### src/rtl/core/xvbr_pkg.sv
`timescale 1ns / 1ps
`default_nettype none

package xvbr_pkg;

    // Table of contents length of a standard header
    localparam int TOC_ENTRIES_DEF = 100;

    // Result kinds
    localparam logic [2:0] KIND_VERSION = 3'd0;
    localparam logic [2:0] KIND_FLAGS   = 3'd1;
    localparam logic [2:0] KIND_FRAMES  = 3'd2;
    localparam logic [2:0] KIND_BYTES   = 3'd3;
    localparam logic [2:0] KIND_TOC     = 3'd4;
    localparam logic [2:0] KIND_SCALE   = 3'd5;
    localparam logic [2:0] KIND_BAD_SIG = 3'd6;

    // Header signatures, big endian ASCII
    localparam logic [31:0] SIG_INFO = 32'h496E_666F;
    localparam logic [31:0] SIG_XING = 32'h5869_6E67;

    // One parsed result
    typedef struct packed {
        logic [2:0]  kind;
        logic [31:0] value;
        logic [6:0]  toc_index;
        logic        last;
    } t_result;

endpackage

`default_nettype wire

### src/rtl/core/xvbr_parse.sv
`timescale 1ns / 1ps
`default_nettype none

module xvbr_parse #(
    parameter int TOC_ENTRIES = xvbr_pkg::TOC_ENTRIES_DEF
) (
    input  wire logic              i_clk,
    input  wire logic              i_rst_n,
    input  wire logic              i_en,
    input  wire logic [7:0]        i_data_byte,
    input  wire logic              i_start,
    output logic                   o_res_valid,
    output xvbr_pkg::t_result      o_res
);
    import xvbr_pkg::*;

    localparam logic [2:0] PH_IDLE   = 3'd0;
    localparam logic [2:0] PH_SIG    = 3'd1;
    localparam logic [2:0] PH_FLAGS  = 3'd2;
    localparam logic [2:0] PH_FRAMES = 3'd3;
    localparam logic [2:0] PH_BYTES  = 3'd4;
    localparam logic [2:0] PH_TOC    = 3'd5;
    localparam logic [2:0] PH_SCALE  = 3'd6;

    localparam logic [7:0] TOC_LAST = 8'(TOC_ENTRIES - 1);

    // First optional-field phase at or after a flag bit, else idle
    function automatic logic [2:0] next_from(input logic [1:0] first, input logic [3:0] fp);
        logic [2:0] res;
        res = PH_IDLE;
        for (int b = 3; b >= 0; b--) begin
            if (b >= int'(first) && fp[b]) begin
                res = PH_FRAMES + 3'(b);
            end
        end
        return res;
    endfunction

    logic [2:0]  r_phase, n_phase;
    logic [6:0]  r_count, n_count;
    logic [23:0] r_word,  n_word;
    logic [3:0]  r_fp,    n_fp;

    logic [2:0]  ph;
    logic [6:0]  cnt;
    logic [23:0] word;
    logic [3:0]  fp;
    logic [31:0] full;
    logic [2:0]  nxt;

    // Step the parser on one byte
    always_comb begin
        ph   = i_start ? PH_SIG : r_phase;
        cnt  = i_start ? 7'd0   : r_count;
        word = i_start ? 24'd0  : r_word;
        fp   = i_start ? 4'd0   : r_fp;
        full = {word, i_data_byte};
        nxt  = PH_IDLE;

        n_phase     = r_phase;
        n_count     = r_count;
        n_word      = r_word;
        n_fp        = r_fp;
        o_res_valid = 1'b0;
        o_res       = '0;

        if (i_en) begin
            n_phase = ph;
            n_count = cnt;
            n_word  = word;
            n_fp    = fp;
            case (ph)
                PH_TOC: begin
                    n_count = cnt + 7'd1;
                    if ({1'b0, cnt} >= TOC_LAST) begin
                        n_count = 7'd0;
                        nxt     = next_from(2'd3, fp);
                        n_phase = nxt;
                    end
                    o_res_valid     = 1'b1;
                    o_res.kind      = KIND_TOC;
                    o_res.value     = {24'd0, i_data_byte};
                    o_res.toc_index = cnt;
                    o_res.last      = (n_phase == PH_IDLE);
                end
                PH_SIG, PH_FLAGS, PH_FRAMES, PH_BYTES, PH_SCALE: begin
                    if (cnt < 7'd3) begin
                        // Shift in a partial field byte
                        n_word  = full[23:0];
                        n_count = cnt + 7'd1;
                    end else begin
                        n_word      = 24'd0;
                        n_count     = 7'd0;
                        o_res_valid = 1'b1;
                        o_res.value = full;
                        case (ph)
                            PH_SIG: begin
                                if (full == SIG_INFO || full == SIG_XING) begin
                                    n_phase     = PH_FLAGS;
                                    o_res.kind  = KIND_VERSION;
                                    o_res.value = {31'd0, full == SIG_XING};
                                    o_res.last  = 1'b0;
                                end else begin
                                    n_phase     = PH_IDLE;
                                    o_res.kind  = KIND_BAD_SIG;
                                    o_res.value = 32'd0;
                                    o_res.last  = 1'b1;
                                end
                            end
                            PH_FLAGS: begin
                                n_fp       = full[3:0];
                                nxt        = next_from(2'd0, full[3:0]);
                                n_phase    = nxt;
                                o_res.kind = KIND_FLAGS;
                                o_res.last = (nxt == PH_IDLE);
                            end
                            PH_FRAMES: begin
                                nxt        = next_from(2'd1, fp);
                                n_phase    = nxt;
                                o_res.kind = KIND_FRAMES;
                                o_res.last = (nxt == PH_IDLE);
                            end
                            PH_BYTES: begin
                                nxt        = next_from(2'd2, fp);
                                n_phase    = nxt;
                                o_res.kind = KIND_BYTES;
                                o_res.last = (nxt == PH_IDLE);
                            end
                            default: begin
                                n_phase    = PH_IDLE;
                                o_res.kind = KIND_SCALE;
                                o_res.last = 1'b1;
                            end
                        endcase
                    end
                end
                default: begin
                    // Idle: drop the byte
                    n_phase = r_phase;
                end
            endcase
        end
    end

    // Hold parse state
    always_ff @(posedge i_clk) begin
        if (!i_rst_n) begin
            r_phase <= PH_IDLE;
            r_count <= 7'd0;
            r_word  <= 24'd0;
            r_fp    <= 4'd0;
        end else begin
            r_phase <= n_phase;
            r_count <= n_count;
            r_word  <= n_word;
            r_fp    <= n_fp;
        end
    end

endmodule

`default_nettype wire

### src/rtl/core/xing_vbr_header_parser.sv
// Xing / Info VBR header parser.
// Slave stream: one header byte per transfer; tuser set marks the first
// byte of a header and restarts the parse. Master stream: one transfer
// per completed field (version, flags, frame count, byte size, each table
// of contents byte, VBR scale, or a bad-signature report); tlast marks the
// transfer that ends the header or reports a bad signature.
// An accepted byte waits in the input register, is parsed into the result
// register when that register can take it, and is offered from there.
// Throughput: one byte per cycle while the receiver does not stall, set by
// the single parse step between the two registers. Bytes that finish no
// field produce no transfer.
// Reset (synchronous, active low) empties both registers and returns the
// parser to idle; bytes without a start mark are then dropped.
// When the receiver stalls, the result register holds its transfer and
// the input register fills, after which s_tready drops; nothing is lost.
`timescale 1ns / 1ps
`default_nettype none

module xing_vbr_header_parser #(
    parameter int TOC_ENTRIES = xvbr_pkg::TOC_ENTRIES_DEF
) (
    input  wire logic        i_clk,
    input  wire logic        i_rst_n,
    input  wire logic        i_s_tvalid,
    output logic             o_s_tready,
    input  wire logic [7:0]  i_s_tdata,   // [7:0] data_byte
    input  wire logic [0:0]  i_s_tuser,   // [0] start_req
    output logic             o_m_tvalid,
    input  wire logic        i_m_tready,
    output logic [39:0]      o_m_tdata,   // [31:0] value, [38:32] toc_index, [39] zero
    output logic [2:0]       o_m_tuser,   // [2:0] kind
    output logic             o_m_tlast    // last
);
    import xvbr_pkg::*;

    logic        r_in_valid;
    logic [7:0]  r_in_byte;
    logic        r_in_start;
    logic        r_out_valid;
    t_result     r_out;

    logic        s1_adv;
    logic        res_valid;
    t_result     res;

    // Advance the input register when the result register can take it
    assign s1_adv     = r_in_valid && (!r_out_valid || i_m_tready);
    assign o_s_tready = !r_in_valid || s1_adv;

    // Hold the accepted byte
    always_ff @(posedge i_clk) begin
        if (!i_rst_n) begin
            r_in_valid <= 1'b0;
        end else if (o_s_tready) begin
            r_in_valid <= i_s_tvalid;
        end
    end

    always_ff @(posedge i_clk) begin
        if (o_s_tready && i_s_tvalid) begin
            r_in_byte  <= i_s_tdata;
            r_in_start <= i_s_tuser[0];
        end
    end

    xvbr_parse #(
        .TOC_ENTRIES (TOC_ENTRIES)
    ) u_parse (
        .i_clk       (i_clk),
        .i_rst_n     (i_rst_n),
        .i_en        (s1_adv),
        .i_data_byte (r_in_byte),
        .i_start     (r_in_start),
        .o_res_valid (res_valid),
        .o_res       (res)
    );

    // Load or drain the result register
    always_ff @(posedge i_clk) begin
        if (!i_rst_n) begin
            r_out_valid <= 1'b0;
        end else if (s1_adv) begin
            r_out_valid <= res_valid;
        end else if (i_m_tready) begin
            r_out_valid <= 1'b0;
        end
    end

    always_ff @(posedge i_clk) begin
        if (s1_adv && res_valid) begin
            r_out <= res;
        end
    end

    assign o_m_tvalid = r_out_valid;
    assign o_m_tdata  = {1'b0, r_out.toc_index, r_out.value};
    assign o_m_tuser  = r_out.kind;
    assign o_m_tlast  = r_out.last;

endmodule

`default_nettype wire

### config.mk
export PLATFORM = sky130hd
export DESIGN_NAME = xing_vbr_header_parser
export DESIGN_NICKNAME = d
export VERILOG_FILES = /design/src/rtl/core/xvbr_pkg.sv /design/src/rtl/core/xvbr_parse.sv /design/src/rtl/core/xing_vbr_header_parser.sv
export SDC_FILE = /design/constraint.sdc
export NUM_CORES = 1
export LEC_CHECK = 0
export ABC_AREA = 0
export BUFFER_PORTS_ARGS = -buffer_cell sky130_fd_sc_hd__buf_4
export CAP_MARGIN = 20
export CORE_MARGIN = 10
export CORE_UTILIZATION = 40
export CTS_CLUSTER_DIAMETER = 60
export DETAILED_ROUTE_END_ITERATION = 10
export PLACE_DENSITY_LB_ADDON = 0.08
export SKIP_CTS_REPAIR_TIMING = 1
export SLEW_MARGIN = 20
export SYNTH_ARGS = -nofsm -noshare
export SYNTH_HDL_FRONTEND = slang
export SYNTH_SLANG_ARGS = --single-unit
### constraint.sdc
create_clock -name i_clk -period 3.1 [get_ports i_clk]
set_input_delay 0.31 -clock i_clk [delete_from_list [all_inputs] [get_ports i_clk]]
set_output_delay 0.31 -clock i_clk [all_outputs]
set_load 0.01 [all_outputs]
==> results.ini, run 1 <==
[clock_network]
cts_tree=done
cts_buffers=9
clkTransAtPathRegs_ns=0.09
cts.sinks=91
cts_root_buf=clkbuf_8
clock_path_buffers=2
cts_max_level=3
clkLatencyLatePin_ns=0.36

[synth]
yosys_most_used_dff=edfxtp_1
synth_top_cell_by_area=edfxtp_1
synthDistinctLibCells=60
synth.yosys.seq_area_share_pct=58.1
ys_seq_elements=91
syn_nets=376
syn_inst=362
yosys.area_share.simple_pct=23.1
synth_top_family_by_area=simple AND/OR/NAND/NOR gates
async_flop_share_pct=0
synth.most_common_cell=edfxtp_1
synth-adder-area-share_pct=0.310
synth-xor-area-share_pct=0.651
synth_compound_area_share_pct=14.8
netlist_top_cells_count=edfxtp_1, nor2_1, dfxtp_1, and2_1, a22oi_1
synth_top_area_share_pct=38.7
synth_edf_count=52
syn_area_per_cell_um2=11.1
synth_area_leaders=edfxtp_1, dfxtp_1, and2_1
synthMuxAreaShare_pct=0.248
netlist_area_um2=4030
yosysWarnings=0

[sta]
setup_viol=0
tightestPinTransition_ns=0.668
period_needed_ns=2.45
finClkSkew_ns=0.0134
max_freq_mhz=409
hold_viol_final=0
drv_slew=0
rsz0062_at_grt=no
finalCritPeriodShare_pct=78.9
fin_setup_tns_ns=0
slew_headroom_pct=55.4

[route]
route.vias.total=2977
via_per_inst=5.36
wirelength_um=9400
first_pass_iters=5
wire_per_inst_um=16.9
drc_errors=0
ant_nets=0
drtIter0Drc=275

[global_routing]
grt_usage_pct=13.0
grt_max_degree=42
antenna_found_initial=0
grt_pass1_wl_um=15300
grt_overflow_total=0
grt_pass1_vias=2885

[floorplan]
die_y_um=120
core-area_um2=9820
num_rows=36
start_util_pct=41.1
dieWidth_um=120
ios=59
dieArea_um2=14500

[final_layout]
num_antenna_cells=0
final_core_util_pct=49.0
drive_gt1_share_pct=22.0
final_nets=431
syn2layout_area_growth_pct=19.2

[critical_path]
critPathLaunchType=flip-flop
arrival_ns=2.49
worstPathRequired_ns=3.15
path_max_fanout=41
critPathCaptureType=flip-flop
critPathKind=flip-flop to flip-flop

[pwr]
p_per_area_nw_per_um2=483
p_leak_nw=1.75
peakVddDrop_v=0.000187

[placed_design]
portBuffers=57
hpwlAfterDp_um=6530
routabilityCongestion=0.822

[run_status]
status=completed

[job]
maxCapViolCount=0

[hold_path]
hold_class=primary input to flip-flop

==> placed cells by master, fill, tap and decap left out, types with 2 or more instances in the layout <==
master	n
nor4b_1	3
o31ai_1	2
a41oi_1	2
nand3_1	9
nand2_1	13
and4b_1	2
dfxtp_1	39
a211oi_1	2
nor2b_1	4
nand4b_1	4
inv_6	2
nand4_1	2
a31oi_1	8
nor2_1	46
a22oi_1	24
a21oi_1	11
nand3b_1	2
and2_1	33
nor4bb_1	6
o21a_1	2
xor2_1	2
or2_2	2
o21ai_0	14
inv_1	6
nor3_1	5
nor3b_1	4
clkbuf_8	9
o22ai_1	2
buf_4	62
and3_1	8
edfxtp_1	52
nor3_4	2
nand2b_1	6
==> area by class of cell <==
class | count | area (um^2)
well taps | 133 | 166
fillers | 928 | 5010
clock inverters | 6 | 71.3
flip-flops and latches | 91 | 2340
inverters | 6 | 22.5
clock buffers | 10 | 128
repair buffers | 63 | 485
multi-input cells | 246 | 1590
==> worst max-delay path, cell delays in order (launching register included) <==
cell	delay, ns
edfxtp_1	0.51
buf_4	0.23
nand2b_1	0.24
nor2_1	0.40
nand2_1	0.27
nand2_2	0.21
buf_12	0.24
==> through the flow <==
stage | area [um^2] | instances | hold slack [ns] | power [mW] | worst slack, ns
after floorplan | 4030 | 362 | 0.409 | 1.46 | 0.558
after global placement | 4600 | 539 | 0.487 | 1.52 | 0.713
after detailed placement | 4600 | 539 | 0.487 | 1.52 | 0.600
after CTS | 4800 | 555 | 0.108 | 2.34 | 0.569
after global routing | 4810 | 555 | 0.0988 | 2.41 | 0.435
final | 4810 | 555 | 0.122 | 2.32 | 0.653
==> worst paths after layout <==
kind                           startpoint                            to  slack [ns]  cells after the start
max                  r_in_start$_DFFE_PP_    o_m_tdata[4]$_SDFFCE_PN0P_        0.65                      6
min                          i_s_tdata[6]        r_in_byte[6]$_DFFE_PP_        0.12                      1
max reg2reg          r_in_start$_DFFE_PP_    o_m_tdata[4]$_SDFFCE_PN0P_        0.65                      6
min reg2reg  u_parse.r_fp[1]$_SDFFE_PN0P_  u_parse.r_fp[1]$_SDFFE_PN0P_        0.51                      2
==> cell families (layout without fill, tap and decap cells) <==
logic type               Yosys count  count (layout)
AO/OA/AOI/OAI                     81              81
XOR/XNOR                           3               3
adder cells (fa/ha/maj)            1               1
buffers and inverters             25              85
flip-flops                        91              91
multiplexers                       1               1
other                              1               1
AND/OR/NAND/NOR                  159             159
==> registers in the layout, summed over array words and instances, names as in the netlist <==
register and cells:
r_in_start 1, o_m_tuser 3, u_parse.r_word 24, o_m_tvalid 1, r_in_valid 1, o_m_tlast 1
u_parse.r_count 7, u_parse.r_fp 3, r_in_byte 8, u_parse.r_phase 3, o_m_tdata 39
==> power breakdown <==
| group | internal (mW) | leakage (nW) | switching (mW) |
|---|---|---|---|
| Clock | 0.384 | 0.101 | 0.444 |
| Combinational | 0.0650 | 0.831 | 0.0990 |
| Sequential | 1.29 | 0.815 | 0.0373 |
| Total | 1.74 | 1.75 | 0.580 |
==> routing by layer <==
metal | track usage, % | wire length (um) | part of all wire, %
met5 | 0 | 0 | 0
met4 | 4.00 | 109 | 1.2
met3 | 3.82 | 600 | 6.4
met2 | 18.2 | 3910 | 42
met1 | 18.6 | 4770 | 51
Note: power is estimated with default switching activity, not from simulation.
==> inputs of run 2 (changes only) <==
--- a/config.mk
+++ b/config.mk
@@ -5,7 +5,7 @@
 export SDC_FILE = /design/constraint.sdc
 export NUM_CORES = 1
 export LEC_CHECK = 0
-export ABC_AREA = 0
+export ABC_AREA = 1
 export BUFFER_PORTS_ARGS = -buffer_cell sky130_fd_sc_hd__buf_4
 export CAP_MARGIN = 20
 export CORE_MARGIN = 10
==> constraint.sdc (replaced) <==
create_clock -name i_clk -period 2.5 [get_ports i_clk]
set_input_delay 0.25 -clock i_clk [delete_from_list [all_inputs] [get_ports i_clk]]
set_output_delay 0.25 -clock i_clk [all_outputs]
set_load 0.01 [all_outputs]
==> results.ini, run 2 <==
[route]
via_per_inst=5.16
drc_errors=0
wire_per_inst_um=15.5
route.vias.total=3799
wirelength_um=11400
ant_nets=0
drtIter0Drc=299
first_pass_iters=5

[clock_network]
cts.sinks=91
cts_buffers=9
clock_path_buffers=2
clkTransAtPathRegs_ns=0.09
cts_root_buf=clkbuf_8
clkLatencyLatePin_ns=0.37
cts_max_level=3
cts_tree=done

[synth]
synth_top_cell_by_area=edfxtp_1
synth_compound_area_share_pct=14.6
synth-xor-area-share_pct=0.781
synth-adder-area-share_pct=0.279
async_flop_share_pct=0
synth_area_leaders=edfxtp_1, dfxtp_1, nand2_1
synth.yosys.seq_area_share_pct=52.2
syn_area_per_cell_um2=8.37
netlist_top_cells_count=nand2_1, a21oi_1, nor2_1, inv_1, edfxtp_1
synthDistinctLibCells=32
syn_nets=550
yosys_most_used_dff=edfxtp_1
ys_seq_elements=91
synth_edf_count=52
synthMuxAreaShare_pct=0
yosys.area_share.simple_pct=23.6
netlist_area_um2=4490
yosysWarnings=0
syn_inst=536
synth_top_family_by_area=simple AND/OR/NAND/NOR gates
synth_top_area_share_pct=34.8
synth.most_common_cell=nand2_1

[job]
maxCapViolCount=0

[global_routing]
grt_overflow_total=0
grt_usage_pct=14.2
grt_pass1_wl_um=18500
antenna_found_initial=0
grt_max_degree=39
grt_pass1_vias=3590

[sta]
finClkSkew_ns=0.0132
hold_viol_final=0
max_freq_mhz=433
period_needed_ns=2.31
slew_headroom_pct=30.2
tightestPinTransition_ns=1.05
setup_viol=0
fin_setup_tns_ns=0
drv_slew=0
rsz0062_at_grt=no
finalCritPeriodShare_pct=92.4

[final_layout]
fillers=1092
num_antenna_cells=0
final_common_cell=nand2_1
instances_no_fill=736
drive_gt1_share_pct=20.5
largest_reg_flops=39
final_cell_mix=nand2_1, a21oi_1, buf_4
syn2layout_area_growth_pct=16.2
final_nets=605

[critical_path]
critPathKind=flip-flop to flip-flop
arrival_ns=2.38
critPathCaptureType=flip-flop
worstPathRequired_ns=2.57
path_max_fanout=28
critPathLaunchType=flip-flop

[run_status]
status=completed

[placed_design]
hpwlAfterDp_um=8270
routabilityCongestion=0.925
dpl.cell_count=720
portBuffers=57

[floorplan]
num_rows=38
dieArea_um2=15800
start_util_pct=41.2
ios=59
die_y_um=126
dieWidth_um=126
core-area_um2=10900

[pwr]
seq_power_share_pct=57.1
power_frac_clock_pct=29.4
pwr-share-comb_pct=13.5
p_per_area_nw_per_um2=563
p_int_mw=2.11
p_leak_nw=2.19
p_switching_uw=828
swShare_pct=28.2
peakVddDrop_v=0.000243

[hold_path]
hold_class=primary input to flip-flop

## run 2: cell count changes after synthesis, moves of 24 or more
cell | before | now
and2_1 | 33 | 0
inv_1 | 6 | 55
o21ai_0 | 14 | 45
nand2_1 | 14 | 97
a21oi_1 | 11 | 70
a22oi_1 | 24 | 0
## run 2: area by class of cell
cell class	instances	area, um^2	share of cell area (%)
Inverter	65	250	4.80
Tap cell	140	175	3.36
Multi-Input combinational cell	357	1770	33.9
Sequential cell	91	2340	44.9
Clock inverter	4	27.5	0.528
Clock buffer	12	135	2.59
Timing Repair Buffer	67	515	9.89
## run 2: worst paths after layout
kind                                         startpoint                     endpoint  slack [ns]  depth (start not counted)
worst min-delay path                       i_s_tdata[3]       r_in_byte[3]$_DFFE_PP_        0.05                          1
worst min register to register  r_in_valid$_SDFFE_PN0N_      r_in_valid$_SDFFE_PN0N_        0.52                          2
worst max register to register     r_in_start$_DFFE_PP_  o_m_tdata[17]$_SDFFCE_PN0P_        0.19                         10
worst max-delay path               r_in_start$_DFFE_PP_  o_m_tdata[17]$_SDFFCE_PN0P_        0.19                         10
## run 2: logic make-up (layout without fill, tap and decap cells)
kind of cell,count (synthesis),after routing
other,1,1
DFF,91,91
xor gates and xnor gates,4,4
adders and majority gates,1,1
buffers and inverters,88,148
AOI/OAI and AO/OA,127,127
and+or+nand+nor,224,224
## run 2: power groups by stage
stage	logic [mW]	clock network, mW	registers [mW]
after floorplan	0.291	0	1.70
final	0.395	0.864	1.68
after CTS	0.395	0.889	1.68
after global placement	0.395	0	1.71
after detailed placement	0.393	0	1.71
after global routing	0.444	0.959	1.68
## run 2: metal layers
layer | share of wire [%] | up-vias | track usage (%)
li1 | - | 1896 | -
met1 | 49 | 1751 | 20.6
met2 | 42 | 139 | 19.8
met3 | 7.1 | 13 | 3.44
met5 | 0 | - | 0
met4 | 1.6 | 0 | 4.96
## run 2: worst max-delay path, stage by stage (launching register included)
cell      delay, ns
edfxtp_1       0.51
inv_4          0.26
nand2_2        0.15
nor2_1         0.19
inv_1          0.10
nand3_4        0.12
nand2_4        0.08
nor2_4         0.10
inv_2          0.06
nand2_2        0.21
buf_12         0.23
## run 2: per-stage QoR
stage	power [mW]	worst slack (ns)	instance area, um^2	hold slack, ns	utilization, %
6_report	2.94	0.189	5210	0.0496	47.9
5_1_grt	3.09	0.0606	5210	0.0293	47.9
4_1_cts	2.96	0.195	5210	0.0412	47.9
3_3_place_gp	2.10	0.269	5050	0.428	46.4
3_5_place_dp	2.10	0.206	5050	0.429	46.4
2_1_floorplan	1.99	0.257	4490	0.349	-
